File: src/rtl/bpfa_pkg.sv
package bpfa_pkg;

  localparam int NumFrames = 32768;
  localparam int WordBits = 32;
  localparam int MapWords = NumFrames / WordBits;
  localparam int WordAw = $clog2(MapWords);
  localparam int BitAw = $clog2(WordBits);
  localparam int FrameW = WordAw + BitAw;
  localparam int CountW = $clog2(NumFrames + 1);
  localparam int GrpBits = 32;
  localparam int NumGrps = MapWords / GrpBits;
  localparam int GrpAw = (NumGrps > 1) ? $clog2(NumGrps) : 1;
  localparam logic [15:0] ReservedReset = 16'd2048;

  localparam logic [1:0] CmdAlloc = 2'd0;
  localparam logic [1:0] CmdFree = 2'd1;
  localparam logic [1:0] CmdInit = 2'd2;

  localparam logic [1:0] StOk = 2'd0;
  localparam logic [1:0] StOom = 2'd1;
  localparam logic [1:0] StIgnored = 2'd2;
  localparam logic [1:0] StInit = 2'd3;

  typedef enum logic [3:0] {
    S_CLEAR,
    S_IDLE,
    S_GSCAN,
    S_SWAIT,
    S_MREAD,
    S_MWAIT,
    S_WRITE,
    S_DONE
  } state_t;

  typedef struct packed {
    logic clear_start;
    logic clear_step;
    logic sum_read;
    logic map_read;
    logic latch_sum;
    logic map_write;
    logic finish;
    logic oom;
    logic ignore;
  } ctrl_t;

  typedef struct packed {
    logic clear_last;
    logic grp_found;
    logic is_alloc;
    logic is_free;
    logic is_init;
    logic free_ok;
    logic bit_set;
  } stat_t;

  function automatic logic [BitAw-1:0] lowest_zero(input logic [WordBits-1:0] w);
    logic [BitAw-1:0] r;
    r = '0;
    for (int i = WordBits - 1; i >= 0; i--) begin
      if (!w[i]) r = BitAw'(i);
    end
    return r;
  endfunction

endpackage

File: src/rtl/bpfa_ctrl.sv
module bpfa_ctrl (
  input  logic            clk,
  input  logic            rst,
  input  logic            start,
  input  bpfa_pkg::stat_t st,
  output logic            busy,
  output bpfa_pkg::ctrl_t ctl
);

  bpfa_pkg::state_t state, state_next;

  always_ff @(posedge clk) begin
    if (rst) state <= bpfa_pkg::S_CLEAR;
    else state <= state_next;
  end

  always_comb begin
    state_next = state;
    ctl = '0;
    busy = 1'b1;
    case (state)
      bpfa_pkg::S_CLEAR: begin
        ctl.clear_step = 1'b1;
        if (st.clear_last) state_next = bpfa_pkg::S_IDLE;
      end
      bpfa_pkg::S_IDLE: begin
        busy = 1'b0;
        if (start) state_next = bpfa_pkg::S_GSCAN;
      end
      bpfa_pkg::S_GSCAN: begin
        if (st.is_init) begin
          ctl.clear_start = 1'b1;
          state_next = bpfa_pkg::S_CLEAR;
        end else if (st.is_alloc) begin
          if (st.grp_found) begin
            ctl.sum_read = 1'b1;
            state_next = bpfa_pkg::S_SWAIT;
          end else begin
            ctl.oom = 1'b1;
            state_next = bpfa_pkg::S_DONE;
          end
        end else if (st.is_free && st.free_ok) begin
          // summary word is needed too, the write-back updates it
          ctl.sum_read = 1'b1;
          ctl.map_read = 1'b1;
          state_next = bpfa_pkg::S_MWAIT;
        end else begin
          ctl.ignore = 1'b1;
          state_next = bpfa_pkg::S_DONE;
        end
      end
      bpfa_pkg::S_SWAIT: begin
        ctl.latch_sum = 1'b1;
        state_next = bpfa_pkg::S_MREAD;
      end
      bpfa_pkg::S_MREAD: begin
        ctl.map_read = 1'b1;
        state_next = bpfa_pkg::S_MWAIT;
      end
      bpfa_pkg::S_MWAIT: begin
        if (st.is_free && !st.bit_set) begin
          ctl.ignore = 1'b1;
          state_next = bpfa_pkg::S_DONE;
        end else begin
          state_next = bpfa_pkg::S_WRITE;
        end
      end
      bpfa_pkg::S_WRITE: begin
        ctl.map_write = 1'b1;
        state_next = bpfa_pkg::S_DONE;
      end
      bpfa_pkg::S_DONE: begin
        ctl.finish = 1'b1;
        state_next = bpfa_pkg::S_IDLE;
      end
      default: state_next = bpfa_pkg::S_CLEAR;
    endcase
  end

  assert property (@(posedge clk) disable iff (rst)
    (state == bpfa_pkg::S_IDLE && start) |=> state == bpfa_pkg::S_GSCAN)
    else $error("command not taken");
  assert property (@(posedge clk) disable iff (rst)
    ctl.finish |=> !busy)
    else $error("not idle after result");
  assert property (@(posedge clk) disable iff (rst)
    ctl.map_write |=> ctl.finish)
    else $error("write not followed by result");

endmodule

File: config.mk
export PLATFORM = sky130hd
export DESIGN_NAME = bpfa_ctrl
export DESIGN_NICKNAME = d
export VERILOG_FILES = /design/src/rtl/bpfa_pkg.sv /design/src/rtl/bpfa_ctrl.sv
export SDC_FILE = /design/constraint.sdc
export NUM_CORES = 1
export LEC_CHECK = 0
export ABC_AREA = 1
export BUFFER_PORTS_ARGS = -buffer_cell sky130_fd_sc_hd__buf_4
export CAP_MARGIN = 25
export CORE_AREA = 8 8 45 47
export CTS_CLUSTER_DIAMETER = 50
export DETAILED_ROUTE_END_ITERATION = 16
export DIE_AREA = 0 0 53 55
export PLACE_DENSITY_LB_ADDON = 0.05
export SLEW_MARGIN = 20
export SYNTH_ARGS = -nofsm -noshare
export SYNTH_HDL_FRONTEND = slang
export SYNTH_SLANG_ARGS = --single-unit
File: constraint.sdc
create_clock -name clk -period 2.8 [get_ports clk]
set_input_delay 0.42 -clock clk [delete_from_list [all_inputs] [get_ports clk]]
set_output_delay 0.42 -clock clk [all_outputs]
set_load 0.005 [all_outputs]
==> results of run 1 <==
[power groups by stage]
stage	sequential (mW)	clock (mW)	combinational, mW
after floorplan	0.0532	0	0.0494
after global placement	0.0568	0	0.0812
after detailed placement	0.0566	0	0.0803
after CTS	0.0559	0.0821	0.0806
after global routing	0.0573	0.0862	0.0914
final	0.0559	0.0773	0.0788
[kinds of logic (layout without fill, tap and decap cells)]
kind of cell	after synthesis	count (layout)	synth area share (%)
AND/OR/NAND/NOR	37	37	54.03
buffers and inverters	16	38	20.57
flip-flops	3	3	19.36
AO/OA/AOI/OAI	3	3	6.049
[area by class of cell]
type	count	area, sq um	share of cell area, %
sequential	3	60.06	12.21
inverter	15	56.30	11.45
timing repair buffer	19	142.6	29.01
tap	16	20.02	4.071
clock buffer	4	26.28	5.344
multi-input combinational	40	186.4	37.91
[final timing paths]
kind / start / endpoint / slack, ns / depth (start not counted)
max: state[2]$_SDFFE_PP0P_ / ctl[0] / 1.13 / 3
max reg2reg: state[2]$_SDFFE_PP0P_ / state[0]$_SDFFE_PP0P_ / 1.74 / 5
min reg2reg: state[1]$_SDFFE_PP0P_ / state[2]$_SDFFE_PP0P_ / 0.65 / 5
min: rst / state[1]$_SDFFE_PP0P_ / 0.35 / 2
[cell usage in the layout, fill, tap and decap left out]
| cell type | Yosys | routed |
|---|---|---|
| o22ai_1 | 1 | 1 |
| nor2_1 | 5 | 5 |
| nor2_2 | 3 | 3 |
| nor3_1 | 2 | 2 |
| o31ai_1 | 1 | 1 |
| clkbuf_1 | 0 | 1 |
| a21oi_1 | 1 | 1 |
| inv_2 | 2 | 2 |
| nand3_1 | 6 | 6 |
| clkbuf_4 | 0 | 3 |
| dfxtp_1 | 3 | 3 |
| inv_1 | 13 | 13 |
| nand4_1 | 2 | 2 |
| buf_4 | 1 | 19 |
| nand2_1 | 18 | 18 |
| nand3_2 | 1 | 1 |
[metal layers]
layer / global-route usage, % / vias up
met5: 0 / -
met4: 6.466 / 0
met3: 3.209 / 2
met2: 11.52 / 14
met1: 7.002 / 167
li1: - / 224
[worst max-delay path, cell delays in order, from the launching register on]
cell,delay [ns]
dfxtp_1,0.48
inv_2,0.12
o31ai_1,0.26
buf_4,0.15
[stage by stage]
step	hold slack [ns]	instance area [sq um]	util, %	setup slack [ns]
floorplan	0.4869	310.3	-	1.575
global placement	0.5916	465.4	33.63	1.335
global route	0.3459	491.7	35.53	1.042
CTS	0.3384	491.7	35.53	1.109
detailed placement	0.5912	465.4	33.63	1.318
finish	0.3465	491.7	35.53	1.131
==> results by group, run 1 <==
Status
  – Outcome: completed

STA
  – Final worst-path cycle share: 59.61%
  – Max Clock Freq: 599.1 MHz
  – Setup Skew: approximately 0.0012 ns
  – Max-slew violation count: 0
  – RSZ-0062 raised after global routing: false
  – Final setup vio count: 0
  – Final hold vios: 0
  – Slew HR: 80.58%
  – Pin slew with the least headroom to its limit: 0.2909 ns
  – Setup TNS Final: 0 ns
  – Period minus WS final: 1.669 ns

Floorplan
  – Die H: 55 um
  – Core Region: 1384 sq um
  – Die W: between 50 and 60 um
  – Die area: 2915 sq um
  – Starting Density: 22.42%
  – I/O pin count: 20
  – Site Rows: 14

Drt
  – Wire length on met3: 90 um
  – DR pass1 iterations: 4
  – Antenna-violating nets left: 0
  – M1 wire length: 419 um
  – DRC Markers: 0
  – DR top layer: met4
  – Routed vias/inst: 4.196
  – Wire per inst: 10.08 um
  – DR iter-0 viols: 5
  – Drt total wl: 978 um
  – Met2 routed WL: 450 um
  – Via count: 407

Clock tree
  – Clk_lat worst skew: 0.24 ns
  – Clock slew at reported path FFs: 0.04 ns
  – CTS H-tree depth: 1
  – TritonCTS clock tree: yes
  – Post-CTS setup buffer count: 0
  – Clk sink count: 3
  – Post_cts resized: 0
  – Hold Buf Count CTS: 0
  – TritonCTS buffer count: 3
  – Clk root buf: clkbuf_4
  – Clock buffer depth: 2

Yosys
  – Post-synthesis net count: 69
  – Synth Register Bits: 3
  – Synthesized area per cell: about 5.3 sq um
  – Top cell type by total area after synthesis: nand2_1
  – Post-synth top area share: 21.77%
  – Async set-reset flop share out of synthesis: 0%
  – Top FF cell, synth: dfxtp_1
  – Synth Instances: 59
  – Ys Warns: 0
  – Post-synthesis sequential area ratio: approximately 19%
  – Syn Std Cell Area: 310.3 sq um
  – Top post-synthesis cells by area: nand2_1 22%, dfxtp_1 19%, inv_1 16%
  – Most numerous cell in the Yosys netlist: nand2_1
  – Number of flops mapped to enable cells by yosys: 0
  – Yosys cell types: 14
  – Commonest cells in the netlist: 18 x nand2_1, 13 x inv_1, 6 x nand3_1

Finish
  – Most flops, register: state
  – Diode count: 0
  – Max reg flops: 3
  – Nets: 92
  – Area growth syn-to-layout: 58.47%
  – Layout cell share with drive strength beyond 1: 34.57%
  – Regs by FF count: state x3
  – Fillers: 174
  – Finished Layout Cells: 97

Power
  – Leakage power: approximately 0.30 nW
  – Internal Dissipation: 0.1384 mW
  – VDD IR max: 0.0001792 V
  – Combinational power share: 37.2%
  – Clock share of power: a little over a third
  – Net Sw Frac: 34.71%
  – Power density cells: 431.2 nW/um^2
  – Sequential fraction of design power: a little over a quarter
  – Net Switching: 0.07361 mW
  – Final Power: 0.2120 mW

Global routing
  – Initial antenna violation count: 0
  – Remaining global-route overflow: 0
  – Number of global-route vias before repair: 376
  – Total Routing Usage GR: 7.217%
  – First-pass GRT wire length: between 1.5 and 2 mm
  – Largest net degree at the start of global routing: 9

Place
  – Port buffer count: 19
  – Post-DP HPWL: 819.6 um
  – Dpl cells: 93
  – Gpl congestion: 0.7169

Setup path
  – Worst path arrival time: 1.25 ns
  – Setup crit end kind: output pin
  – Crit path kind: reg2out
  – Worst Path Max Fanout: 8
  – Setup crit start kind: flop
  – Crit path required time: 2.38 ns

Flow run
  – MaxCap Viol Count: 0

Hold path
  – HP Class: in2reg
Power figures use the tool's default switching activity.
==> run 2, diff against run 1 <==
--- a/config.mk
+++ b/config.mk
@@ -5,7 +5,7 @@
 export SDC_FILE = /design/constraint.sdc
 export NUM_CORES = 1
 export LEC_CHECK = 0
-export ABC_AREA = 1
+export ABC_AREA = 0
 export BUFFER_PORTS_ARGS = -buffer_cell sky130_fd_sc_hd__buf_4
 export CAP_MARGIN = 25
 export CORE_AREA = 8 8 45 47
==> constraint.sdc (replaced) <==
create_clock -name clk -period 1.3 [get_ports clk]
set_input_delay 0.195 -clock clk [delete_from_list [all_inputs] [get_ports clk]]
set_output_delay 0.195 -clock clk [all_outputs]
set_load 0.005 [all_outputs]
==> run 2 against run 1 <==
Effect of this change:
- the run now ends with setup timing left
- register-to-register slack lost 1.7 ns
- non-clock buffer count grew 8
- critical path depth grew 1
- via count shrank 3.2%
- hold slack lost 0.20 ns
- sequential share of layout area shrank 0.76 points
==> results by group, run 2 <==
Status
  – Outcome: finished with violations
  – Failing checks: setup timing

STA
  – Max-slew violation count: 0 (unchanged)
  – RSZ-0062 raised after global routing: true
  – Setup Skew: 0.006155 ns (+0.004921 ns)
  – Max Clock Freq: between 600 and 700 MHz
  – Final hold vios: 0 (unchanged)
  – Period minus WS final: 1.545 ns
  – Pin slew with the least headroom to its limit: 0.2371 ns (-0.05381 ns)
  – Final setup margin: -0.2455 ns (-1.376 ns)
  – Slew HR: 84.19% (+3.6 points)
  – Final setup vio count: 6 (+6)
  – Final worst-path cycle share: 118.9%

Global routing
  – Total Routing Usage GR: 8.024% (+0.81 points)
  – Remaining global-route overflow: 0 (unchanged)
  – Number of global-route vias before repair: 433 (+15%)
  – Initial antenna violation count: 0 (unchanged)
  – Largest net degree at the start of global routing: 10 (+1)
  – First-pass GRT wire length: 1.731 mm (+15%)

Setup path
  – R2R cell count: 5 (unchanged)
  – Slowest-stage cell, CP: or3b_1
  – Reg2Reg Setup Slack: 0.01 ns (-1.73 ns)
  – Critical path cell sequence: and2b_1 > or3b_1 > a21oi_1 > buf_4
  – Worst Path Max Fanout: 4 (-4)
  – Setup crit end kind: output pin
  – Critical Path Source: state[2]$_SDFFE_PP0P_
  – Worst r2r src: state[1]$_SDFFE_PP0P_
  – Crit path kind: reg2out
  – Setup crit start kind: flop
  – Crit path required time: 1.11 ns (-1.27 ns)
  – Critical path's largest stage delay: 0.34 ns (-0.14 ns)
  – Worst path arrival time: 1.35 ns (+0.10 ns)

Drt
  – Via count: 394 (-3.2%)
  – DRC Markers: 0 (unchanged)
  – Drt total wl: 1.081 mm (+11%)
  – Antenna-violating nets left: 0 (unchanged)
  – Wire per inst: 12.72 um (+26%)
  – Routed vias/inst: 4.635 (+10%)
  – DR iter-0 viols: 4 (-1)
  – DR pass1 iterations: 2 (-2)

Place
  – Dpl cells: 80 (-14%)
  – Placed cell area: 500.5 sq um (+7.5%)
  – Gpl congestion: 0.6481 (-9.6%)
  – Port buffer count: 19 (unchanged)
  – Post-DP HPWL: 887.7 um (+8.3%)

Yosys
  – Ys Warns: 0 (unchanged)
  – Post-synthesis net count: 50 (-28%)
  – Post-synth top area share: 19.92% (-1.9 points)
  – Async set-reset flop share out of synthesis: 0% (unchanged)
  – Synth Register Bits: 3 (unchanged)
  – Top post-synthesis cells by area: dfxtp_1 20%, nand2b_1 6.2%, nor2b_1 6.2%
  – Syn Std Cell Area: 301.5 sq um (-2.8%)
  – Synthesized area per cell: 7.538 sq um (+43%)
  – Synth Instances: 40 (-32%)
  – Top FF cell, synth: dfxtp_1
  – Commonest cells in the netlist: 3 x dfxtp_1, 3 x nand2_1, 3 x nand2b_1, 3 x nor2_1, 3 x nor2b_1
  – Top cell type by total area after synthesis: dfxtp_1
  – Post-synthesis sequential area ratio: 19.92% (+0.56 points)
  – Yosys cell types: 25 (+11)
  – Number of flops mapped to enable cells by yosys: 0 (unchanged)

Finish
  – Max reg flops: 3 (unchanged)
  – Area growth syn-to-layout: 88.38%
  – Layout cell share with drive strength beyond 1: 57.97% (+23 points)
  – Fillers: 158 (-9.2%)
  – Most flops, register: state
  – Footprint of the multi-input gates: 239.0 sq um (+28%)
  – Commonest cells after routing, fill and taps aside: 24 x buf_4, 3 x nand2_1, 3 x nor2b_1, 3 x clkbuf_4, 3 x buf_6
  – Post-route cell area: 568.0 sq um (+16%)
  – Regs by FF count: state x3
  – Post-layout util: 41.05% (+5.5 points)
  – Nets: 80 (-13%)
  – Finished Layout Cells: 85 (-12%)
  – Diode count: 0 (unchanged)
  – Seq. cell area: 65.06 sq um (+8.3%)
  – Commonest non-fill, non-tap cell in the layout: buf_4

Hold path
  – HP Class: in2reg
  – Hold Startpoint: rst
  – Hold Path Stages: 2 (unchanged)

Flow run
  – MaxCap Viol Count: 0 (unchanged)

Floorplan
  – Site Rows: 14 (unchanged)
  – I/O pin count: 20 (unchanged)
  – Core Region: 1384 sq um (unchanged)
  – Starting Density: 21.79% (-0.63 points)
  – Die H: 55 um (unchanged)
  – Die W: 53 um (unchanged)
  – Die area: 2915 sq um (unchanged)

Clock tree
  – Clk sink count: 3 (unchanged)
  – Clock slew at reported path FFs: 0.04 ns (about the same)
  – Clk_lat worst skew: 0.23 ns (about the same)
  – Clock buffer depth: 2 (unchanged)
  – CTS H-tree depth: 1 (unchanged)
  – TritonCTS clock tree: yes
  – Clk root buf: clkbuf_4
  – TritonCTS buffer count: 3 (unchanged)

Power
  – VDD IR max: 0.0002919 V (+63%)
  – Power density cells: 797.7 nW/um^2 (+85%)
  – Leakage power: 0.2539 nW (-14%)
## run 2: cell count changes after synthesis, sizes merged, moves of 2 or more
cell / before / now
nand2b: 0 / 4
or3: 0 / 2
o21ai: 0 / 3
inv: 15 / 1
nor3b: 0 / 2
nand2: 18 / 3
and2b: 0 / 2
nand3: 7 / 1
a221oi: 0 / 2
nand4: 2 / 0
nor2b: 0 / 3
nor2: 8 / 3
## run 2: kinds of logic after synthesis
logic type / count (synthesis) / share of synthesized area (%)
AND/OR/NAND/NOR: 24 / 52.28
AO/OA/AOI/OAI: 10 / 21.16
flip-flops: 3 / 19.92
buffers and inverters: 3 / 6.636
## run 2: path summary, 6_finish.rpt
| kind | endpoint |
|---|---|
| hold reg to reg | state[1]$_SDFFE_PP0P_ |
| setup / recovery | ctl[5] |
| setup reg to reg | state[0]$_SDFFE_PP0P_ |
| hold / removal | state[1]$_SDFFE_PP0P_ |
## run 2: repair_timing
action,4_1_cts,5_1_grt
endpoints found under the setup margin,7,8
hold buffers,0,0
endpoints found under the hold margin,0,0
resized for setup,8,2
pin swaps,2,3
cloned,0,0
setup buffers,1,0
## run 2: area by class of cell
cell class / instances / share of cell area, %
multi-input combinational: 34 / 42.07
timing repair buffer: 27 / 37.67
clock buffer: 4 / 4.626
inverter: 1 / 0.6608
sequential: 3 / 11.45
tap: 16 / 3.524
## run 2: metrics by stage
step / setup slack [ns] / power (mW) / TNS [ns] / hold slack [ns]
after global routing: -0.3104 / 0.4833 / -1.134 / 0.1489
after detailed placement: -0.04257 / 0.2703 / -0.04257 / 0.3877
after global placement: -0.02236 / 0.2715 / -0.02236 / 0.3843
after floorplan: 0.07276 / 0.1872 / 0 / 0.2644
final: -0.2455 / 0.4531 / -0.7803 / 0.1426
after CTS: -0.2607 / 0.4558 / -0.8782 / 0.1336
## run 2: layer usage
layer	wire [um]	GRT usage, %	vias up
li1	-	-	202
met3	81	3.476	0
met5	0	0	-
met2	536	13.48	15
met1	464	8.030	177
met4	0	5.172	0
## run 2: where the power goes
part           leakage, nW  internal (mW)  total, mW  switching, mW
clock network       0.0150          0.115      0.165         0.0499
logic                0.213          0.107      0.178         0.0711
registers           0.0258          0.102      0.110        0.00786
## run 2: worst max-delay path, delay by kind of cell, from the launching register on
kind | cells | cell delay (ns)
simple gates | 2 | 0.53
buf+inv | 1 | 0.12
compound gates | 1 | 0.13
flops | 1 | 0.32
